File: src/sv/assert_macros.svh
// Assertion macros shared by the index manager RTL.
// Depends on nothing; included by files that carry concurrent checks.
`ifndef ASSERT_MACROS_SVH
`define ASSERT_MACROS_SVH

// Same-cycle implication, disabled while reset is low.
`define RBIM_ASSERT_NOW(lbl, clk, rst_n, ante, cons, msg) \
  lbl: assert property (@(posedge clk) disable iff (!rst_n) (ante) |-> (cons)) else $error(msg);

// Next-cycle implication, disabled while reset is low.
`define RBIM_ASSERT_NEXT(lbl, clk, rst_n, ante, cons, msg) \
  lbl: assert property (@(posedge clk) disable iff (!rst_n) (ante) |=> (cons)) else $error(msg);

`endif

File: src/sv/rbim_pkg.sv
// Types and constants of the ring buffer index manager.
// No dependencies; used by the modulo unit and the top level.
package rbim_pkg;

  localparam int unsigned IDX_W     = 16;
  localparam int unsigned SIZE_W    = 17;
  localparam int unsigned DIV_STEPS = 17;
  localparam int unsigned CNT_W     = 5;
  localparam logic [SIZE_W-1:0] SIZE_LIMIT = 17'd65536;

  localparam logic [1:0] OP_QUERY     = 2'd0;
  localparam logic [1:0] OP_ADV_READ  = 2'd1;
  localparam logic [1:0] OP_ADV_WRITE = 2'd2;
  localparam logic [1:0] OP_CLEAR     = 2'd3;

  typedef enum logic [1:0] {
    ST_IDLE,
    ST_DIV,
    ST_AVAIL,
    ST_SPLIT
  } state_t;

  typedef struct packed {
    logic [1:0]       operation;
    logic [IDX_W-1:0] advance_length;
  } rbim_in_t;

  typedef struct packed {
    logic [IDX_W-1:0] read_offset;
    logic [IDX_W-1:0] read_first_len;
    logic [IDX_W-1:0] read_second_len;
    logic [IDX_W-1:0] write_offset;
    logic [IDX_W-1:0] write_first_len;
    logic [IDX_W-1:0] write_second_len;
  } rbim_out_t;

  typedef struct packed {
    logic [SIZE_W-1:0] buffer_size;
  } rbim_cfg_t;

  typedef struct packed {
    logic busy;
    logic done;
  } div_stat_t;

endpackage

File: src/sv/rbim_mod_unit.sv
// Restoring remainder unit: one quotient bit per cycle over 17 steps.
// Depends on rbim_pkg for widths and the status struct.
module rbim_mod_unit (
  input  logic                             clk,
  input  logic                             rst_n,
  input  logic                             start,
  input  logic [rbim_pkg::SIZE_W-1:0]      dividend,
  input  logic [rbim_pkg::SIZE_W-1:0]      divisor,
  output rbim_pkg::div_stat_t              stat,
  output logic [rbim_pkg::IDX_W-1:0]       remainder
);

  logic                          busy_r;
  logic                          done_r;
  logic [rbim_pkg::CNT_W-1:0]    cnt_r;
  logic [rbim_pkg::SIZE_W-1:0]   rem_r;
  logic [rbim_pkg::SIZE_W-1:0]   rem_nxt;
  logic [rbim_pkg::SIZE_W-1:0]   dvd_r;
  logic [rbim_pkg::SIZE_W-1:0]   dvs_r;
  logic [rbim_pkg::SIZE_W:0]     shifted;
  logic [rbim_pkg::SIZE_W:0]     trial;

  // shift in the next dividend bit, keep the difference when no borrow
  always_comb begin
    shifted = {rem_r, dvd_r[rbim_pkg::SIZE_W-1]};
    trial   = shifted - {1'b0, dvs_r};
    rem_nxt = trial[rbim_pkg::SIZE_W] ? shifted[rbim_pkg::SIZE_W-1:0]
                                      : trial[rbim_pkg::SIZE_W-1:0];
  end

  always_ff @(posedge clk) begin
    if (!rst_n) begin
      busy_r <= 1'b0;
      done_r <= 1'b0;
      cnt_r  <= '0;
    end else begin
      done_r <= 1'b0;
      if (start) begin
        busy_r <= 1'b1;
        cnt_r  <= '0;
      end else if (busy_r) begin
        cnt_r <= cnt_r + 1'b1;
        if (cnt_r == rbim_pkg::CNT_W'(rbim_pkg::DIV_STEPS - 1)) begin
          busy_r <= 1'b0;
          done_r <= 1'b1;
        end
      end
    end
  end

  always_ff @(posedge clk) begin
    if (start) begin
      rem_r <= '0;
      dvd_r <= dividend;
      dvs_r <= divisor;
    end else if (busy_r) begin
      rem_r <= rem_nxt;
      dvd_r <= {dvd_r[rbim_pkg::SIZE_W-2:0], 1'b0};
    end
  end

  assign stat.busy = busy_r;
  assign stat.done = done_r;
  // remainder stays below the divisor, which never exceeds 65536
  assign remainder = rem_r[rbim_pkg::IDX_W-1:0];

endmodule

File: config.mk
export PLATFORM = sky130hd
export DESIGN_NAME = rbim_mod_unit
export DESIGN_NICKNAME = d
export VERILOG_FILES = /design/src/sv/assert_macros.svh /design/src/sv/rbim_pkg.sv /design/src/sv/rbim_mod_unit.sv
export SDC_FILE = /design/constraint.sdc
export NUM_CORES = 1
export LEC_CHECK = 0
export BUFFER_PORTS_ARGS = -buffer_cell sky130_fd_sc_hd__buf_4
export CAP_MARGIN = 20
export CORE_MARGIN = 4
export CORE_UTILIZATION = 57
export DETAILED_ROUTE_END_ITERATION = 8
export GPL_TIMING_DRIVEN = 0
export PLACE_DENSITY = 0.84
export SKIP_LAST_GASP = 1
export SLEW_MARGIN = 20
export SYNTH_ARGS = -nofsm -noshare
export SYNTH_HDL_FRONTEND = slang
export SYNTH_SLANG_ARGS = --single-unit
File: constraint.sdc
create_clock -name clk -period 3.1 [get_ports clk]
set_clock_uncertainty 0.1 [all_clocks]
set_input_delay 0.155 -clock clk [delete_from_list [all_inputs] [get_ports clk]]
set_output_delay 0.155 -clock clk [all_outputs]
set_load 0.02 [all_outputs]
==> Implementation_results.wiki, run 1 <==
{| class="wikitable"
! Metric !! Value
|-
| X dimension of the die || approximately 87 µm
|-
| Biggest fanout along the worst timing path || 10
|-
| Area of the core region || 0.00596 mm²
|-
| Normalized max-slew margin || roughly half
|-
| Number of distinct library cells after synthesis || 55
|-
| Top area cells in the synthesized netlist || edfxtp_1 (29%), dfxtp_1 (14%), ha_1 (6.8%)
|-
| Number of antenna violations at the first check in global routing || 0
|-
| Area of the die || ~0.0075 mm²
|-
| XOR/XNOR share of the synthesized area || under 10%
|-
| Mapped cell area || approximately 0.0035 mm²
|-
| Count of maximum capacitance violations || 0
|-
| Global route overflow || 0
|-
| Count of unresolved DRC violations after routing || 0
|-
| Cell-by-cell listing of the critical path || ha_1 > a21oi_2 > o21ai_2 > a21o_4 > nor4_4 > clkbuf_1 > o21ai_0 > a311oi_1
|-
| Antenna Violating Nets Remaining || 0
|-
| Endpoint arrival time on the critical path || approximately 3.0 ns
|-
| Final weighted congestion of routability-driven global placement || between 0.9 and 1
|-
| Required time worst endpoint || 3.24 ns
|-
| Half-perimeter wire length after placement || slightly below 6 mm
|-
| Syn_nets || a little over 400
|-
| Power density of the placed cells || ~520 mW/mm²
|-
| Buffering stage count on the worst path with inverters included || 1
|-
| Endpoint type of the worst setup path || flop
|-
| Fraction of layout cells with a size suffix above 1 || between 20% and 30%
|-
| Top cells by count, synth || edfxtp_1 (34), nor2_1 (31), dfxtp_1 (24)
|-
| VDD IR max || approximately 0.00035 V
|-
| CTS max path bufs || 2
|-
| Inserted Clock Buffers || 9
|-
| Outcome || finished clean
|-
| Max Freq || approximately 350 MHz
|-
| Most used DFF post-synth || edfxtp_1
|-
| Post-synthesis share of cell area spent on and, or, nand and nor gates || between 10% and 20%
|-
| Worst setup SP type || flop
|-
| Max stage delay cell, worst path || nor4_4
|-
| Largest family of logic cells by synthesized area || compound AO/OA/AOI/OAI gates
|-
| Total power || around 2300 µW
|-
| Total of warnings raised by yosys || 0
|-
| Final critical-path share of the clock period || slightly above 90%
|-
| Unrepaired setup endpoints after global routing || false
|-
| DRT Wirelength || between 8 and 9 mm
|-
| Hold Path Class || in -> reg
|-
| Routed wire per std cell || ~16 µm
|-
| Antenna Diode Count || 0
|-
| Fraction of synthesized area in multiplexers || under 10%
|-
| Startpoint-to-endpoint class of the critical path || reg -> reg
|-
| Area share of fa/ha/maj cells after synthesis || under 10%
|-
| Count of state elements after synthesis || a little under 60
|-
| Maximum number of pins on one net before global-route repair || 19
|-
| Library cell with the highest instance count after synthesis || edfxtp_1
|-
| CTS sink count || 58
|-
| H-tree depth || 3
|-
| Cell family contributing the most delay on the critical path || compound AO/OA/AOI/OAI gates
|-
| Clock slew at the register clock pins of the worst setup and hold paths || 0.07 ns
|-
| Count of endpoints failing hold in the final timing report || 0
|-
| Shortest clock period the worst path allows after layout || around 2.9 ns
|-
| Clock tree from TritonCTS || done
|-
| Number of slew-limit violations in the final report || 0
|-
| Slew of the pin with the lowest slew margin || 0.732 ns
|-
| P&R area growth vs syn || 25.3%
|-
| Avg Cell Area, Syn || around 9.9 µm²
|-
| Clock insertion delay at the later pin of the skew report || between 0.3 and 0.4 ns
|-
| Via count of the routed design || 3015
|-
| Number of primary I/O pins || 55
|-
| Via count of the first global-routing pass || just over 3000
|-
| Total negative setup slack || 0 ns
|-
| Core Rows || 28
|-
| Lkg Pwr || 0.00184 µW
|-
| First-pass GRT wire length || 14.0 mm
|-
| Input/output buffers || 54
|-
| Cells after synthesis || 354
|-
| Total number of nets in the final design || 494
|-
| Critical path's largest stage delay || 0.50 ns
|-
| Compound-cell area share of the yosys netlist || a little under a fifth
|-
| Post-synth top area share || between 20% and 30%
|-
| Share of the yosys chip area belonging to registers || between 40% and 50%
|-
| Setup Viol. Count Final || 0
|-
| Via density || between 5 and 6
|-
| Cell accounting for the most synthesized area || edfxtp_1
|-
| Total GRT Usage || 23.8%
|-
| Initial core utilization || 59.0%
|-
| Clk Tree Root Cell || clkbuf_8
|-
| Die Span Y || 86.5 µm
|-
| Fraction of synthesis flops using an asynchronous set or reset pin || 0%
|-
| Number of synthesized flops with an enable pin || 34
|-
| Drt initial violations || about 260
|-
| Worst hold margin || roughly 0.010 ns
|-
| Detailed-router iteration count before antenna repair || 5
|}
cells by family (layout without fill, tap and decap cells):
family | after synthesis | in the layout
flip-flops | 58 | 58
AO/OA/AOI/OAI | 91 | 91
multiplexers | 18 | 18
adder cells (fa/ha/maj) | 20 | 20
buffers and inverters | 56 | 144
XOR/XNOR | 11 | 11
AND/OR/NAND/NOR | 100 | 100
cell usage in the layout (no fill, tap or decap), drive strengths merged, types with 4 or more instances in the layout:
master / netlist / routed
nor2: 31 / 31
edfxtp: 34 / 34
a311oi: 11 / 11
clkinv: 0 / 4
nand4: 6 / 6
o21a: 4 / 4
xor2: 5 / 5
o21ai: 25 / 25
o211ai: 4 / 4
dfxtp: 24 / 24
ha: 19 / 19
nor3: 5 / 5
a21o: 5 / 5
xnor2: 6 / 6
inv: 23 / 23
clkbuf: 9 / 19
mux2: 16 / 16
nand2: 21 / 21
and2: 4 / 4
dlygate4sd3: 0 / 18
or4: 4 / 4
a21oi: 20 / 20
nand3: 9 / 9
nand2b: 5 / 5
buf: 24 / 78
layer usage:
layer	GRT usage, %	share of wire (%)	vias to the layer above
li1	-	-	1454
met1	31.3	45	1412
met2	38.2	47	126
met3	4.28	5.8	23
met4	10.9	2.4	0
met5	0	0	-
repair_timing:
| action | CTS | global route |
|---|---|---|
| hold endpoints to repair | 18 | 0 |
| hold buffers | 18 | 0 |
| setup buffers | 0 | 0 |
| gates resized for setup | 0 | 0 |
layout make-up:
| cell class | instances | area (µm²) |
|---|---|---|
| Buffer | 33 | 195 |
| Clock buffer | 10 | 128 |
| Clock inverter | 6 | 81.3 |
| Fill cell | 432 | 1550 |
| Inverter | 23 | 86.3 |
| Multi-Input combinational cell | 240 | 1730 |
| Sequential cell | 58 | 1500 |
| Tap cell | 75 | 93.8 |
| Timing Repair Buffer | 72 | 586 |
final timing paths:
| check | from | endpoint | slack, ns | cells past startpoint |
|---|---|---|---|---|
| min | dividend[10] | dvd_r[10]$_DFFE_PP_ | 0.01 | 2 |
| min reg2reg | rem_r[6]$_SDFFE_PP0P_ | rem_r[6]$_SDFFE_PP0P_ | 0.42 | 2 |
| max | rem_r[11]$_SDFFE_PP0P_ | rem_r[4]$_SDFFE_PP0P_ | 0.21 | 8 |
| max reg2reg | rem_r[11]$_SDFFE_PP0P_ | rem_r[4]$_SDFFE_PP0P_ | 0.21 | 8 |
state kept, by name (all words and copies together) (netlist names):
register / flops
dvd_r: 17
dvs_r: 17
rem_r: 17
cnt_r: 5
busy_r: 1
done_r: 1
power by group:
part	leakage, µW	switching [µW]	internal (µW)
registers	0.000535	40.8	889
logic	0.00120	330	275
clock network	0.000105	317	447
total	0.00184	688	1610
per-stage QoR:
step | instances | cell area (µm²) | setup slack [ns] | util (%)
floorplan | 354 | 3520 | 0.634 | -
global placement | 483 | 4020 | 0.341 | 67.4
detailed placement | 483 | 4020 | 0.315 | 67.4
CTS | 517 | 4400 | 0.272 | 73.9
global route | 517 | 4400 | 0.0384 | 73.9
finish | 517 | 4400 | 0.213 | 73.9
Power figures use the tool's default switching activity.
==> inputs of run 2 (changes only) <==
- CORE_UTILIZATION: 57 -> 61
- PLACE_DENSITY: 0.84 -> 0.89
- clock period: 3.1 -> 3.5 ns (I/O delays scaled with it)
==> Implementation_results.wiki, run 2 (synthesized netlist as in run 1, its figures left out) <==
{| class="wikitable"
! Metric !! Value
|-
| Setup Viol. Count Final || 0
|-
| Count of endpoints failing hold in the final timing report || 0
|-
| GR met1 Demand/Resource || a little under a third
|-
| Setup Buffers After CTS || 0
|-
| VDD IR max || 0.000339 V
|-
| Detailed-router iteration count before antenna repair || 5
|-
| X dimension of the die || around 84 µm
|-
| Logic pwr share || 26.6%
|-
| Endpoint type of the worst setup path || flop
|-
| Half-perimeter wire length after placement || between 5 and 6 mm
|-
| Leading cell type in the layout, fill and taps excluded || buf_4
|-
| Worst setup SP type || flop
|-
| Max Freq || around 330 MHz
|-
| Commonest cells after routing, fill and taps aside || buf_4 (72), edfxtp_1 (34), nor2_1 (31)
|-
| CTS sink count || 58
|-
| Seq pwr share || 40.5%
|-
| Via density || 6.09
|-
| Required time worst endpoint || ~3.6 ns
|-
| Global route overflow || 0
|-
| Clk Tree Root Cell || clkbuf_8
|-
| Area of the core region || 0.00554 mm²
|-
| Endpoint arrival time on the critical path || roughly 3.1 ns
|-
| Maximum number of pins on one net before global-route repair || 19
|-
| Input/output buffers || 54
|-
| Total negative setup slack || 0 ns
|-
| Global-route track usage on met2 || 43.9%
|-
| DRT Wirelength || ~8.8 mm
|-
| Shortest clock period the worst path allows after layout || roughly 3 ns
|-
| Die Span Y || ~84 µm
|-
| Count of maximum capacitance violations || 0
|-
| Number of primary I/O pins || 55
|-
| Inserted Clock Buffers || 9
|-
| Number of resized instances in the post-cts repair step || 0
|-
| Fill cells || between 300 and 400
|-
| Number of antenna violations at the first check in global routing || 0
|-
| Area of the die || 0.00704 mm²
|-
| Final weighted congestion of routability-driven global placement || approximately 0.93
|-
| Via count of the first global-routing pass || around 3100
|-
| Clock slew at the register clock pins of the worst setup and hold paths || around 0.070 ns
|-
| Fraction of layout cells with a size suffix above 1 || a little over a quarter
|-
| Clock tree from TritonCTS || done
|-
| Gr busiest metal || met2
|-
| Registers with the most flip-flops || dvd_r (17), dvs_r (17), rem_r (17)
|-
| Drt initial violations || between 200 and 300
|-
| Net switching power || 609 µW
|-
| Power share of the clock group || 32.8%
|-
| Antenna Diode Count || 0
|-
| Switching fraction of total power || between 20% and 30%
|-
| First-pass GRT wire length || around 15 mm
|-
| Worst hold margin || approximately 0.03 ns
|-
| Biggest fanout along the worst timing path || 10
|-
| Total GRT Usage || 26.0%
|-
| Antenna Violating Nets Remaining || 0
|-
| Power density of the placed cells || around 460 mW/mm²
|-
| Startpoint-to-endpoint class of the critical path || reg -> reg
|-
| Unrepaired setup endpoints after global routing || false
|-
| Routed wire per std cell || between 15 and 20 µm
|-
| Hold Path Class || in -> reg
|-
| Total number of nets in the final design || a little under 500
|-
| Initial core utilization || 63.5%
|-
| CTS max path bufs || 2
|-
| H-tree depth || 3
|-
| Final critical-path share of the clock period || 85.3%
|-
| Core Rows || 27
|-
| Hold-fix buffers, CTS || 18
|-
| Outcome || finished clean
|-
| Via count of the routed design || roughly 3100
|-
| Clock insertion delay at the later pin of the skew report || about 0.34 ns
|-
| Reg2Reg Setup Slack || slightly above 0.5 ns
|-
| Slew of the pin with the lowest slew margin || just over 0.7 ns
|-
| Cell internal pwr || roughly 1400 µW
|-
| Lkg Pwr || approximately 0.0018 µW
|-
| Normalized max-slew margin || between 50% and 60%
|-
| Global routing usage on met3 || under 10%
|-
| P&R area growth vs syn || 25.2%
|-
| Total power || about 2000 µW
|-
| Count of unresolved DRC violations after routing || 0
|-
| Number of slew-limit violations in the final report || 0
|}
==> run 2: cell counts in the layout (fill, tap and decap cells not counted) <==
No cell type changed its count.
==> run 2: worst max-delay path: stages, from the launching register on <==
cell	delay (ns)
edfxtp_1	0.39
inv_1	0.12
ha_1	0.21
nand2b_1	0.17
a21o_1	0.29
a211oi_4	0.14
nor4_4	0.46
clkbuf_1	0.45
o21ai_0	0.17
a311oi_1	0.35
==> run 2: metal layers <==
layer  vias to the layer above  wire length (µm)
li1                       1459                 -
met1                      1479              3440
met2                       153              4350
met3                        39               667
met4                         0               337
met5                         -                 0
==> run 2: per-stage QoR <==
stage / area [µm²] / setup WS, ns / cells / utilization [%]
2_1_floorplan: 3520 / 1.03 / 354 / -
3_3_place_gp: 4010 / 0.744 / 480 / 72.4
3_5_place_dp: 4010 / 0.668 / 480 / 72.4
4_1_cts: 4400 / 0.614 / 514 / 79.4
5_1_grt: 4400 / 0.360 / 514 / 79.4
6_report: 4400 / 0.513 / 514 / 79.4
==> run 2: cell type report <==
type / count / area [µm²] / share of cell area [%]
Clock buffer: 10 / 128 / 2.90
Sequential cell: 58 / 1500 / 34.1
Tap cell: 72 / 90.1 / 2.05
Clock inverter: 6 / 81.3 / 1.85
Multi-Input combinational cell: 240 / 1730 / 39.4
Timing Repair Buffer: 72 / 586 / 13.3
Buffer: 33 / 195 / 4.44
Inverter: 23 / 86.3 / 1.96
==> run 2: worst paths after layout <==
| path | depth (start not counted) | endpoint | start |
|---|---|---|---|
| worst max-delay path | 9 | rem_r[4]$_SDFFE_PP0P_ | dvd_r[16]$_DFFE_PP_ |
| worst min-delay path | 2 | dvd_r[3]$_DFFE_PP_ | dividend[3] |
| worst max register to register | 9 | rem_r[4]$_SDFFE_PP0P_ | dvd_r[16]$_DFFE_PP_ |
| worst min register to register | 2 | rem_r[7]$_SDFFE_PP0P_ | rem_r[7]$_SDFFE_PP0P_ |
==> run 2: power groups by stage <==
stage	registers, µW	clock network [µW]	logic [µW]
floorplan	825	0	369
global placement	834	0	492
detailed placement	838	0	508
CTS	825	669	534
global route	831	709	594
finish	825	669	542
